[src/sv/ple_pkg.sv]
// ---------------------------------------------------------------------------
// ple_pkg
// shared widths, command codes and the result record of the list engine
// ---------------------------------------------------------------------------
package ple_pkg;

    localparam int CAPACITY_DEFAULT = 32;

    localparam int CMD_W   = 2;
    localparam int POS_W   = 6;
    localparam int VALUE_W = 32;
    localparam int COUNT_W = 6;

    localparam logic [CMD_W-1:0] CMD_INSERT = 2'd0;
    localparam logic [CMD_W-1:0] CMD_DELETE = 2'd1;
    localparam logic [CMD_W-1:0] CMD_SORT   = 2'd2;
    localparam logic [CMD_W-1:0] CMD_DUMP   = 2'd3;

    typedef struct packed {
        logic                      ok;
        logic signed [VALUE_W-1:0] value;
        logic [COUNT_W-1:0]        entry_count;
        logic                      last;
    } ple_result_t;

endpackage

[src/sv/ple_req_if.sv]
// ---------------------------------------------------------------------------
// ple_req_if
// request channel: one command with its position and value
// ---------------------------------------------------------------------------
interface ple_req_if;
    import ple_pkg::*;

    logic                      valid;
    logic                      ready;
    logic [CMD_W-1:0]          command;
    logic [POS_W-1:0]          position;
    logic signed [VALUE_W-1:0] item_value;

    modport source (output valid, output command, output position, output item_value,
                    input ready);
    modport sink   (input valid, input command, input position, input item_value,
                    output ready);
endinterface

[src/sv/ple_rsp_if.sv]
// ---------------------------------------------------------------------------
// ple_rsp_if
// result channel: status, value, count and end-of-command flag
// ---------------------------------------------------------------------------
interface ple_rsp_if;
    import ple_pkg::*;

    logic                      valid;
    logic                      ready;
    logic                      ok;
    logic signed [VALUE_W-1:0] result_value;
    logic [COUNT_W-1:0]        entry_count;
    logic                      last;

    modport source (output valid, output ok, output result_value, output entry_count,
                    output last, input ready);
    modport sink   (input valid, input ok, input result_value, input entry_count,
                    input last, output ready);
endinterface

[src/sv/ple_store.sv]
// ---------------------------------------------------------------------------
// ple_store
// value memory, one write port and one registered read port
// ---------------------------------------------------------------------------
module ple_store #(
    parameter int DEPTH = ple_pkg::CAPACITY_DEFAULT,
    parameter int AW    = $clog2(DEPTH)
) (
    input  logic                               clk,
    input  logic                               wr_en,
    input  logic [AW-1:0]                      wr_addr,
    input  logic signed [ple_pkg::VALUE_W-1:0] wr_data,
    input  logic                               rd_en,
    input  logic [AW-1:0]                      rd_addr,
    output logic signed [ple_pkg::VALUE_W-1:0] rd_data
);
    import ple_pkg::*;

    logic signed [VALUE_W-1:0] mem [DEPTH];
    logic signed [VALUE_W-1:0] rd_data_reg;

    always_ff @(posedge clk)
    begin
        if (wr_en)
        begin
            mem[wr_addr] <= wr_data;
        end
    end

    always_ff @(posedge clk)
    begin
        if (rd_en)
        begin
            rd_data_reg <= mem[rd_addr];
        end
    end

    assign rd_data = rd_data_reg;
endmodule

[src/sv/ple_ctrl.sv]
// ---------------------------------------------------------------------------
// ple_ctrl
// command sequencer: walks the value memory for insert, delete, sort, dump
// ---------------------------------------------------------------------------
module ple_ctrl #(
    parameter int CAPACITY = ple_pkg::CAPACITY_DEFAULT,
    parameter int AW       = $clog2(CAPACITY)
) (
    input  logic                               clk,
    input  logic                               rst_n,
    ple_req_if.sink                            req,
    input  logic                               out_free,
    output logic                               out_load,
    output ple_pkg::ple_result_t               out_result,
    output logic                               wr_en,
    output logic [AW-1:0]                      wr_addr,
    output logic signed [ple_pkg::VALUE_W-1:0] wr_data,
    output logic                               rd_en,
    output logic [AW-1:0]                      rd_addr,
    input  logic signed [ple_pkg::VALUE_W-1:0] rd_data
);
    import ple_pkg::*;

    localparam int CW = $clog2(CAPACITY + 1);
    localparam int PW = ((CW > POS_W) ? CW : POS_W) + 1;

    localparam logic [3:0] ST_IDLE     = 4'd0;
    localparam logic [3:0] ST_INS_RD   = 4'd1;
    localparam logic [3:0] ST_INS_WR   = 4'd2;
    localparam logic [3:0] ST_DEL_RD0  = 4'd3;
    localparam logic [3:0] ST_DEL_GET  = 4'd4;
    localparam logic [3:0] ST_DEL_RD   = 4'd5;
    localparam logic [3:0] ST_DEL_WR   = 4'd6;
    localparam logic [3:0] ST_SRT_I    = 4'd7;
    localparam logic [3:0] ST_SRT_HOLD = 4'd8;
    localparam logic [3:0] ST_SRT_J    = 4'd9;
    localparam logic [3:0] ST_SRT_CMP  = 4'd10;
    localparam logic [3:0] ST_SRT_WI   = 4'd11;
    localparam logic [3:0] ST_DMP_RD   = 4'd12;
    localparam logic [3:0] ST_DMP_OUT  = 4'd13;
    localparam logic [3:0] ST_EMIT     = 4'd14;

    logic [3:0]                state_reg, state_next;
    logic [CW-1:0]             cnt_reg, cnt_next;
    logic [AW-1:0]             idx_reg, idx_next;
    logic [AW-1:0]             jdx_reg, jdx_next;
    logic [AW-1:0]             pos_reg, pos_next;
    logic signed [VALUE_W-1:0] val_reg, val_next;
    logic signed [VALUE_W-1:0] hold_reg, hold_next;
    logic signed [VALUE_W-1:0] res_reg, res_next;
    logic                      ok_reg, ok_next;

    logic [PW-1:0] pos_w;
    logic [PW-1:0] cnt_w;
    logic          pos_zero;
    logic          ins_good;
    logic          del_good;
    logic          idx_more;
    logic          jdx_more;
    logic          dmp_last;

    assign pos_w    = PW'(req.position);
    assign cnt_w    = PW'(cnt_reg);
    assign pos_zero = (req.position == '0);
    assign ins_good = !pos_zero && (pos_w <= cnt_w + PW'(1)) && (cnt_w < PW'(CAPACITY));
    assign del_good = !pos_zero && (pos_w <= cnt_w);
    assign idx_more = (CW'(idx_reg) + CW'(1)) < cnt_reg;
    assign jdx_more = (CW'(jdx_reg) + CW'(1)) < cnt_reg;
    assign dmp_last = !idx_more;

    assign req.ready = (state_reg == ST_IDLE);

    always_comb
    begin
        state_next = state_reg;
        cnt_next   = cnt_reg;
        idx_next   = idx_reg;
        jdx_next   = jdx_reg;
        pos_next   = pos_reg;
        val_next   = val_reg;
        hold_next  = hold_reg;
        res_next   = res_reg;
        ok_next    = ok_reg;
        wr_en      = 1'b0;
        wr_addr    = idx_reg;
        wr_data    = rd_data;
        rd_en      = 1'b0;
        rd_addr    = idx_reg;
        out_load   = 1'b0;
        out_result.ok          = ok_reg;
        out_result.value       = res_reg;
        out_result.entry_count = COUNT_W'(cnt_reg);
        out_result.last        = 1'b1;

        case (state_reg)
            ST_IDLE:
            begin
                if (req.valid)
                begin
                    pos_next = AW'(req.position - POS_W'(1));
                    val_next = req.item_value;
                    ok_next  = 1'b0;
                    res_next = '0;
                    case (req.command)
                        CMD_INSERT:
                        begin
                            if (ins_good)
                            begin
                                idx_next   = AW'(cnt_reg);
                                state_next = ST_INS_RD;
                            end
                            else
                            begin
                                state_next = ST_EMIT;
                            end
                        end
                        CMD_DELETE:
                        begin
                            if (del_good)
                            begin
                                idx_next   = AW'(req.position - POS_W'(1));
                                state_next = ST_DEL_RD0;
                            end
                            else
                            begin
                                state_next = ST_EMIT;
                            end
                        end
                        CMD_SORT:
                        begin
                            idx_next   = '0;
                            state_next = ST_SRT_I;
                        end
                        CMD_DUMP:
                        begin
                            idx_next   = '0;
                            state_next = (cnt_reg == '0) ? ST_EMIT : ST_DMP_RD;
                        end
                        default:
                        begin
                            state_next = ST_EMIT;
                        end
                    endcase
                end
            end

            // shift entries up from the tail, then drop the new value in
            ST_INS_RD:
            begin
                if (idx_reg > pos_reg)
                begin
                    rd_en      = 1'b1;
                    rd_addr    = idx_reg - AW'(1);
                    state_next = ST_INS_WR;
                end
                else
                begin
                    wr_en      = 1'b1;
                    wr_addr    = pos_reg;
                    wr_data    = val_reg;
                    cnt_next   = cnt_reg + CW'(1);
                    ok_next    = 1'b1;
                    state_next = ST_EMIT;
                end
            end
            ST_INS_WR:
            begin
                wr_en      = 1'b1;
                wr_addr    = idx_reg;
                idx_next   = idx_reg - AW'(1);
                state_next = ST_INS_RD;
            end

            // capture the victim, then close the gap
            ST_DEL_RD0:
            begin
                rd_en      = 1'b1;
                state_next = ST_DEL_GET;
            end
            ST_DEL_GET:
            begin
                res_next   = rd_data;
                state_next = ST_DEL_RD;
            end
            ST_DEL_RD:
            begin
                if (idx_more)
                begin
                    rd_en      = 1'b1;
                    rd_addr    = idx_reg + AW'(1);
                    state_next = ST_DEL_WR;
                end
                else
                begin
                    cnt_next   = cnt_reg - CW'(1);
                    ok_next    = 1'b1;
                    state_next = ST_EMIT;
                end
            end
            ST_DEL_WR:
            begin
                wr_en      = 1'b1;
                idx_next   = idx_reg + AW'(1);
                state_next = ST_DEL_RD;
            end

            // exchange sort: slot i lives in hold_reg during its pass
            ST_SRT_I:
            begin
                if (idx_more)
                begin
                    rd_en      = 1'b1;
                    jdx_next   = idx_reg + AW'(1);
                    state_next = ST_SRT_HOLD;
                end
                else
                begin
                    ok_next    = 1'b1;
                    res_next   = '0;
                    state_next = ST_EMIT;
                end
            end
            ST_SRT_HOLD:
            begin
                hold_next  = rd_data;
                state_next = ST_SRT_J;
            end
            ST_SRT_J:
            begin
                rd_en      = 1'b1;
                rd_addr    = jdx_reg;
                state_next = ST_SRT_CMP;
            end
            ST_SRT_CMP:
            begin
                if (hold_reg > rd_data)
                begin
                    wr_en     = 1'b1;
                    wr_addr   = jdx_reg;
                    wr_data   = hold_reg;
                    hold_next = rd_data;
                end
                if (jdx_more)
                begin
                    jdx_next   = jdx_reg + AW'(1);
                    state_next = ST_SRT_J;
                end
                else
                begin
                    state_next = ST_SRT_WI;
                end
            end
            ST_SRT_WI:
            begin
                wr_en      = 1'b1;
                wr_data    = hold_reg;
                idx_next   = idx_reg + AW'(1);
                state_next = ST_SRT_I;
            end

            // one read per dumped value, held until the output slot frees
            ST_DMP_RD:
            begin
                rd_en      = 1'b1;
                state_next = ST_DMP_OUT;
            end
            ST_DMP_OUT:
            begin
                out_result.ok    = 1'b1;
                out_result.value = rd_data;
                out_result.last  = dmp_last;
                if (out_free)
                begin
                    out_load = 1'b1;
                    if (dmp_last)
                    begin
                        state_next = ST_IDLE;
                    end
                    else
                    begin
                        idx_next   = idx_reg + AW'(1);
                        state_next = ST_DMP_RD;
                    end
                end
            end

            ST_EMIT:
            begin
                if (out_free)
                begin
                    out_load   = 1'b1;
                    state_next = ST_IDLE;
                end
            end

            default:
            begin
                state_next = ST_IDLE;
            end
        endcase
    end

    always_ff @(posedge clk or negedge rst_n)
    begin
        if (!rst_n)
        begin
            state_reg <= ST_IDLE;
            cnt_reg   <= '0;
        end
        else
        begin
            state_reg <= state_next;
            cnt_reg   <= cnt_next;
        end
    end

    always_ff @(posedge clk)
    begin
        idx_reg  <= idx_next;
        jdx_reg  <= jdx_next;
        pos_reg  <= pos_next;
        val_reg  <= val_next;
        hold_reg <= hold_next;
        res_reg  <= res_next;
        ok_reg   <= ok_next;
    end
endmodule

[src/sv/positional_list_engine.sv]
// walk: insert and delete move each shifted entry with a read and a write, sort makes one outer
//   pass per slot but the last, with a compare per later slot, dump reads and emits each value in turn
// throughput: one request at a time; the walk over the value memory sets how long each one takes
// reset: rst_n clears the entry count and the output slot; memory contents are not cleared,
//   and only entries below the count are ever read
// ---------------------------------------------------------------------------
// positional_list_engine
// ordered list of signed values with insert, delete, sort and dump requests
// ---------------------------------------------------------------------------
module positional_list_engine #(
    parameter int CAPACITY = ple_pkg::CAPACITY_DEFAULT
) (
    input  logic      clk,
    input  logic      rst_n,
    ple_req_if.sink   req,
    ple_rsp_if.source rsp
);
    import ple_pkg::*;

    localparam int AW = $clog2(CAPACITY);

    // memory port between sequencer and store
    logic                      wr_en;
    logic [AW-1:0]             wr_addr;
    logic signed [VALUE_W-1:0] wr_data;
    logic                      rd_en;
    logic [AW-1:0]             rd_addr;
    logic signed [VALUE_W-1:0] rd_data;

    // output slot: the sequencer keeps working while a result waits here
    logic        out_valid_reg, out_valid_next;
    ple_result_t out_data_reg;
    logic        out_free;
    logic        out_load;
    ple_result_t out_result;

    ple_store #(
        .DEPTH (CAPACITY),
        .AW    (AW)
    ) u_store (
        .clk     (clk),
        .wr_en   (wr_en),
        .wr_addr (wr_addr),
        .wr_data (wr_data),
        .rd_en   (rd_en),
        .rd_addr (rd_addr),
        .rd_data (rd_data)
    );

    ple_ctrl #(
        .CAPACITY (CAPACITY),
        .AW       (AW)
    ) u_ctrl (
        .clk        (clk),
        .rst_n      (rst_n),
        .req        (req),
        .out_free   (out_free),
        .out_load   (out_load),
        .out_result (out_result),
        .wr_en      (wr_en),
        .wr_addr    (wr_addr),
        .wr_data    (wr_data),
        .rd_en      (rd_en),
        .rd_addr    (rd_addr),
        .rd_data    (rd_data)
    );

    // slot is free when empty or being drained this cycle
    assign out_free = !out_valid_reg || rsp.ready;

    always_comb
    begin
        out_valid_next = out_valid_reg;
        if (out_load)
        begin
            out_valid_next = 1'b1;
        end
        else if (rsp.ready)
        begin
            out_valid_next = 1'b0;
        end
    end

    always_ff @(posedge clk or negedge rst_n)
    begin
        if (!rst_n)
        begin
            out_valid_reg <= 1'b0;
        end
        else
        begin
            out_valid_reg <= out_valid_next;
        end
    end

    // result payload, loaded only with a new result
    always_ff @(posedge clk)
    begin
        if (out_load)
        begin
            out_data_reg <= out_result;
        end
    end

    assign rsp.valid        = out_valid_reg;
    assign rsp.ok           = out_data_reg.ok;
    assign rsp.result_value = out_data_reg.value;
    assign rsp.entry_count  = out_data_reg.entry_count;
    assign rsp.last         = out_data_reg.last;
endmodule
[src/flat_wrapper.sv]
// flat-port wrapper written by rule: the top's interface ports become plain ports
module positional_list_engine_flat import ple_pkg::*;
#(
    parameter int CAPACITY = ple_pkg::CAPACITY_DEFAULT
)
  (clk, rst_n, req_valid, req_command, req_position, req_item_value, req_ready, rsp_valid, rsp_ok, rsp_result_value, rsp_entry_count, rsp_last, rsp_ready);
  ple_req_if req_i ();
  ple_rsp_if rsp_i ();
  input  logic clk;
  input  logic rst_n;
  input wire logic [$bits(req_i.valid)-1:0] req_valid;
  input wire logic [$bits(req_i.command)-1:0] req_command;
  input wire logic [$bits(req_i.position)-1:0] req_position;
  input wire logic [$bits(req_i.item_value)-1:0] req_item_value;
  output wire logic [$bits(req_i.ready)-1:0] req_ready;
  output wire logic [$bits(rsp_i.valid)-1:0] rsp_valid;
  output wire logic [$bits(rsp_i.ok)-1:0] rsp_ok;
  output wire logic [$bits(rsp_i.result_value)-1:0] rsp_result_value;
  output wire logic [$bits(rsp_i.entry_count)-1:0] rsp_entry_count;
  output wire logic [$bits(rsp_i.last)-1:0] rsp_last;
  input wire logic [$bits(rsp_i.ready)-1:0] rsp_ready;
  assign req_i.valid = req_valid;
  assign req_i.command = req_command;
  assign req_i.position = req_position;
  assign req_i.item_value = req_item_value;
  assign req_ready = req_i.ready;
  assign rsp_valid = rsp_i.valid;
  assign rsp_ok = rsp_i.ok;
  assign rsp_result_value = rsp_i.result_value;
  assign rsp_entry_count = rsp_i.entry_count;
  assign rsp_last = rsp_i.last;
  assign rsp_i.ready = rsp_ready;
  positional_list_engine #(.CAPACITY(CAPACITY)) u_core (.clk(clk), .rst_n(rst_n), .req(req_i), .rsp(rsp_i));
endmodule
[config.mk]
export PLATFORM = sky130hd
export DESIGN_NAME = positional_list_engine_flat
export DESIGN_NICKNAME = d
export VERILOG_FILES = /design/src/sv/ple_pkg.sv /design/src/sv/ple_req_if.sv /design/src/sv/ple_rsp_if.sv /design/src/sv/ple_store.sv /design/src/sv/ple_ctrl.sv /design/src/sv/positional_list_engine.sv /design/src/flat_wrapper.sv
export SDC_FILE = /design/constraint.sdc
export NUM_CORES = 1
export LEC_CHECK = 0
export BUFFER_PORTS_ARGS = -buffer_cell sky130_fd_sc_hd__buf_4
export CAP_MARGIN = 5
export CORE_MARGIN = 2
export CORE_UTILIZATION = 60
export CTS_BUF_LIST = sky130_fd_sc_hd__clkbuf_8
export CTS_CLUSTER_SIZE = 20
export DETAILED_ROUTE_END_ITERATION = 8
export GPL_TIMING_DRIVEN = 0
export PLACE_DENSITY = 0.77
export SETUP_SLACK_MARGIN = 0.5
export SYNTH_ARGS = -nofsm -noshare
export SYNTH_HDL_FRONTEND = slang
export SYNTH_SLANG_ARGS = --single-unit
[constraint.sdc]
create_clock -name clk -period 13.75 [get_ports clk]
set_input_delay 0 -clock clk [delete_from_list [all_inputs] [get_ports clk]]
set_output_delay 0 -clock clk [all_outputs]
set_load 0.1 [all_outputs]
; ---- Yosys cells after proc, flatten, opt, wreduce, memory -nomap -nowiden
; Memories as Yosys holds them, arrays and structs flattened. A register that Yosys moved wholly into a read port is not among the register bits.
; Index checks and enable logic that the tools add are counted.
[totals]
in_bits = 44
output_inout_bits = 42
mem_bits_rw = 1024
ff_bits = 163
mem_count = 1
[classes]
n_eq_ne = 29
n_reduce_logical = 33
magnitude_cmp = 7
n_mux = 56
n_addsub = 9
[mem_list]
columns = name, words, word_bits, read_ports, rd_clocked_by_memory_dff, wr, line_no
row1 = u_core.u_store.mem, 32, 32, 1, 1, 1, ple_store.sv:19  ; logic signed [VALUE_W-1:0] mem [DEPTH];
[op_table]
columns = op, n
row1 = 32-bit 2-to-1 mux, 6
row2 = 32-bit one-hot mux with 3 select lines, 2
row3 = 32-bit one-hot mux with 2 select lines, 1
row4 = 4-bit one-hot mux with 14 select lines, 1
row5 = 5-bit 2-to-1 mux, 10
row6 = 32-bit > comparator, 1
row7 = 4-bit 2-to-1 mux, 8
row8 = 5-bit one-hot mux with 3 select lines, 2
row9 = 4-bit equality test (second input constant), 7
row10 = 5-bit one-hot mux with 2 select lines, 2
row11 = 5-bit one-hot mux with 4 select lines, 1
row12 = 4-bit by 3-bit equality test with 1-bit output (second input constant), 4
row13 = 2-bit inequality test (second input constant), 8
row14 = 4-bit one-hot mux with 4 select lines, 1
row15 = 1-bit 2-to-1 mux, 13
row16 = 5-bit by 1-bit adder with 6-bit output (second input constant), 2
row17 = 6-bit logical NOT, 2
row18 = 6-bit less-than comparator, 2
row19 = 6-bit 2-to-1 mux, 2
row20 = 6-bit one-hot mux with 2 select lines, 1
row21 = 3-bit AND reduction, 4
row22 = 5-bit by 1-bit adder with 5-bit output (second input constant), 2
row23 = 2-bit OR reduction, 5
row24 = 5-bit by 1-bit subtractor with 5-bit output (second input constant), 2
row25 = 28 further kinds, 45

; ---- Logic depth before layout (Yosys ltp)
[logic_depth]
word_depth = 8
depth_mapped = 19
depth_no_buf = 14

; ---- Cells and area by module
; A second synthesis with hierarchy kept.
[unflattened]
cells_unflattened = 3502
area_unflattened_um2 = 52377.7
[modules_own_cells]
columns = module, area_per_inst_um2, cells_per_inst, n_inst
row1 = ple_store, 40812.9, 2260, 1
row2 = ple_ctrl, 10316.1, 1199, 1
row3 = positional_list_engine, 1248.7, 43, 1

; ---- Worst setup path before layout
; No wires, ideal clock.
[synth_path]
kind = flip-flop to flip-flop
startpoint = register u_core.u_store.rd_data_reg[9], in the netlist u_core.u_store.rd_data[9], read port of u_core.u_store.mem
endpoint = memory u_core.u_store.mem[31][0] (enable)
stages_incl_launch_ff = 14
path_slack_ns = 7.231
period_less_slack_ns = 6.519
arrival_time_ns = 6.017
required_ns = 13.248
n_path_buf = 2
path_cell_list = edfxtp_1 inv_1 ha_1 a21o_1 a21o_1 a21oi_1 o22ai_1 o41ai_4 a21boi_0 o2111a_1 or3_1 clkbuf_1 buf_2 nor4_1
[synth_between]
elab_chain_len = 5
elab_cells_between_ends = 7
[synth_lines]
columns = element, line_no
row1 = start: declaration, ple_store.sv:20  ; logic signed [VALUE_W-1:0] rd_data_reg;
row2 = 32-bit > comparator (*), ple_ctrl.sv:236  ; if (hold_reg > rd_data)
row3 = 1-bit 2-to-1 mux, ple_ctrl.sv:236
row4 = 1-bit one-hot mux with 3 select lines, ple_ctrl.sv:95  ; case (state_reg)
row5 = 1-bit 2-to-1 mux, ple_store.sv:24  ; if (wr_en)
row6 = 1-bit 2-to-1 mux (not written as such), ple_store.sv:26  ; mem[wr_addr] <= wr_data;
row7 = end: declaration, ple_store.sv:19
; Mark *: on every way between the ends. The rest lies on a longest branch, timed or not.

; ---- Final worst setup path
[layout_path]
startpoint = register u_core.u_ctrl.idx_reg[1]
endpoint = register u_core.u_store.rd_data_reg[1], in the netlist u_core.u_store.rd_data[1], read port of u_core.u_store.mem, data pin
[layout_between]
elab_chain_len = 4
elab_cells_between_ends = 11
[layout_lines]
columns = element, line_no
row1 = start: declaration, ple_ctrl.sv:45  ; logic [AW-1:0] idx_reg, idx_next;
row2 = start signal: assignment, ple_ctrl.sv:319  ; idx_reg <= idx_next;
row3 = 5-bit by 1-bit adder with 6-bit output, ple_ctrl.sv:67  ; assign idx_more = (CW'(idx_reg) + CW'(1)) < cnt_reg;
row4 = 6-bit less-than comparator, ple_ctrl.sv:67
row5 = 5-bit 2-to-1 mux / 1-bit 2-to-1 mux (equally long branches), "ple_ctrl.sv:187, ple_ctrl.sv:210"
row6 = 5-bit one-hot mux with 3 select lines / 1-bit one-hot mux with 3 select lines (equally long branches), ple_ctrl.sv:95
; Parallel ways exist; a longest one is shown, timed or not.
; A chain may end at the register's enable or synchronous reset.

==> results.txt <==
Netlist cell types -> 88
Boundary Pins -> 86
largest net degree at the start of global routing -> 39
final setup TNS -> 0 ps
CP max FO -> 10
WP data required -> 14360 ps
worst-path cell chain -> clkbuf_1 > inv_1 > clkbuf_1 > clkbuf_1 > ha_1 > ha_1 > nand2_1 > o21ai_1 > a211oi_1 > a211oi_2 > a21boi_2 > buf_4 > clkbuf_1 > a2111oi_0 > nor4_1 > nor4b_2
CTS hold repair buffers -> 82
Fmax -> 121 MHz
worst skew pair latency -> 890 ps
Synth Area in Compound Gates -> 0.140
Final setup viols -> 0
max reg flops -> 1024
vias per inst -> 6.58
crit path kind -> reg2reg
via count -> 37274
XOR/XNOR Fraction of Synth Area -> 0.00418
fraction of layout cells with a size suffix above 1 -> 0.161
Worst Setup SP -> u_core.u_ctrl.idx_reg[1]
min Tclk post-route -> 8280 ps
Non-Filler Instances -> 5662
1st-iter DRT viols -> 6085
RR Endpoint -> u_core.u_store.rd_data[1]
R2R cell count -> 16
crit-path leading delay family -> buffers and inverters
post-synthesis sequential element count -> 1219
Final Hold Viols -> 0
outcome -> complete, but fails checks
placed cell count -> 5246
YS warnings -> 0
CP Capture Point -> u_core.u_store.rd_data[1]
cell mode on critical path -> clkbuf_1
CTS Buffer Depth -> 3
Cells after Synth -> 3839
final wirelength -> 157 mm
Final HPWL DP -> 111 mm
DRT antenna net count -> 0
RSZ-0062 raised after global routing -> false
Post-Syn Nets -> 3954
Post-Syn Area -> 0.0523 mm^2
MaxCap Viol Count -> 2
clk_skew -> 73.8 ps
initial antenna violation count -> 15
die height -> 299 um
main combinational cell family by area after synthesis -> compound AO/OA/AOI/OAI gates
Total Die Area -> 0.0896 mm^2
Max H-tree Level -> 4
Post-Syn Area per Cell -> 13.6 um^2
CP max-delay cell -> nor4_1
Routability Congestion -> 1.00
vias in the first global route -> 35705
port buffer count -> 85
area grow syn2layout -> 17.0%
sequential area share after synthesis -> 0.698
Post-Synth Adder-Cell Area -> 0.0171
Slew @ Worst Pin -> 1600 ps
nets@finish -> 4477
post-synthesis mux area share -> 0.00987
worst r2r src -> u_core.u_ctrl.idx_reg[1]
detailed-route DRC error count -> 0
Post-Synth Simple-Gate Area -> 0.0909
relative slew slack -> -0.0789
setup slack, reg-to-reg -> 5470 ps
Root Buffer -> clkbuf_8
Worst-path clk slew -> 70 ps
Async SR Flop Fraction -> 0.00902
Post-synth EDFFs -> 1208
GRT Util Overall -> 0.348
ys flop type -> edfxtp_1
setup bufs post-CTS -> 0
Core Box Area -> 0.0866 mm^2
first-pass GRT wire length -> 228 mm
HP Class -> in2reg
filler instances -> 5390
Crit. path cell count -> 16
Num CTS Buffers -> 185
Core Rows -> 108
Bufs and invs on worst path -> 6
crit share post-route -> 0.602
startpoint types -> flop
Slew Limit Fails -> 2
Crit. End Element -> flop
# clock sinks -> 1219
post-DR wirelength/cell -> 27.7 um
violated checks -> capacitance limit, slew limit
CP arrival -> 8890 ps
Initial Utilization -> 0.604
die width -> 299 um
slowest stage delay, CP -> 1240 ps
CTS tree -> yes
GRT overflow -> 0
1st-pass router iterations -> 6
post-cts resize count -> 0
Biggest register -> u_core.u_store.mem
worst min-delay path by stage:
stage,from,to,slack [ps],cells after the start
2_1_floorplan,rst_n,u_core.rsp.valid,-300,0
3_3_place_gp,rst_n,u_core.u_ctrl.cnt_reg[4],-150,1
4_1_cts,rsp_ready,u_core.rsp.valid,10,4
3_5_place_dp,rst_n,u_core.u_ctrl.state_reg[2],-150,1
6_report,req_position[0],u_core.u_ctrl.pos_reg[0],70,3
5_1_grt,rsp_ready,u_core.rsp.valid,100,4
synthesized netlist by cell type, types with 7 or more instances:
| library cell | count | share of area |
|---|---|---|
| inv_1 | 212 | 0.015 |
| and2_1 | 66 | 0.0079 |
| nor3_1 | 25 | 0.0024 |
| o2111ai_1 | 125 | 0.021 |
| nand2_1 | 468 | 0.034 |
| o221ai_1 | 33 | 0.0055 |
| clkbuf_1 | 195 | 0.014 |
| nand2b_1 | 11 | 0.0013 |
| a221oi_1 | 7 | 0.0012 |
| nand4_1 | 13 | 0.0016 |
| o211ai_1 | 96 | 0.014 |
| a211oi_1 | 10 | 0.0014 |
| buf_1 | 20 | 0.0014 |
| buf_2 | 59 | 0.0056 |
| nor4_1 | 54 | 0.0065 |
| mux2i_1 | 10 | 0.0019 |
| o21ai_0 | 147 | 0.014 |
| ha_1 | 70 | 0.017 |
| dfrtp_1 | 11 | 0.0053 |
| a22oi_1 | 95 | 0.014 |
| edfxtp_1 | 1208 | 0.69 |
| a2111oi_0 | 60 | 0.010 |
| xnor2_1 | 19 | 0.0032 |
| nor2b_1 | 14 | 0.0017 |
| buf_4 | 15 | 0.0022 |
| a21oi_1 | 229 | 0.022 |
| a21o_1 | 22 | 0.0032 |
| nor2_1 | 44 | 0.0032 |
| o311a_1 | 32 | 0.0061 |
| o31ai_1 | 31 | 0.0044 |
| a21boi_0 | 35 | 0.0050 |
| o21a_1 | 16 | 0.0023 |
| mux2_2 | 35 | 0.0075 |
| o22ai_1 | 43 | 0.0051 |
| nor4b_2 | 31 | 0.0089 |
| nand3_1 | 84 | 0.0080 |
| and3_1 | 101 | 0.012 |
layer usage:
layer | wire [um] | vias to the layer above | GRT usage
met4 | 11400 | 6 | 0.218
met1 | 56400 | 17967 | 0.468
met3 | 20600 | 436 | 0.0853
li1 | - | 15962 | -
met5 | 34 | - | 0
met2 | 68200 | 2903 | 0.513
area by class of cell:
class | count | area (um^2) | area share
timing repair buffer | 336 | 3400 | 0.0556
inverter | 214 | 803 | 0.0131
tap | 1155 | 1450 | 0.0236
sequential | 1219 | 36600 | 0.597
clock buffer | 189 | 2600 | 0.0425
multi-input combinational | 2113 | 14400 | 0.236
antenna | 4 | 10.0 | 0.000164
clock inverter | 139 | 702 | 0.0115
buffer | 293 | 1260 | 0.0206
stage by stage:
stage / utilization / cell area (um^2) / hold WS (ps) / worst slack (ps)
2_1_floorplan: - / 52300 / -296 / 7230
3_3_place_gp: 0.628 / 54400 / -152 / 3700
3_5_place_dp: 0.659 / 57100 / -152 / 6010
4_1_cts: 0.706 / 61200 / 9.72 / 5920
5_1_grt: 0.707 / 61200 / 96.5 / 5550
6_report: 0.707 / 61200 / 74.9 / 5470
placed cells by master, fill, tap and decap left out, types with 82 or more instances in the layout:
cell and count:
edfxtp_1 1208, nand2_1 467, inv_1 278, a21oi_1 228, clkbuf_1 195, buf_4 193, clkbuf_8 189, o21ai_0 147
o2111ai_1 125, and3_1 101, o211ai_1 96, a22oi_1 95, nand3_1 84, dlygate4sd3_1 82
logic make-up (layout without fill, tap and decap cells):
kind of cell               after synthesis  after routing
other                                    0              4
and+or+nand+nor                        935            935
AOI/OAI and AO/OA                     1036           1036
muxes                                   46             46
buffers and inverters                  507           1171
DFF                                   1219           1219
adders and majority gates               71             71
xor gates and xnor gates                25             25
worst register-to-register path, delay by kind of cell (launching register included):
family	cells	cell delay [ps]
buf+inv	6	2620
compound gates	5	2170
simple gates	3	1920
fa+ha+maj	2	830
flops	1	470
Power is not shown: default switching activity piles up to over one toggle a cycle in this logic, so the estimate is an artifact.
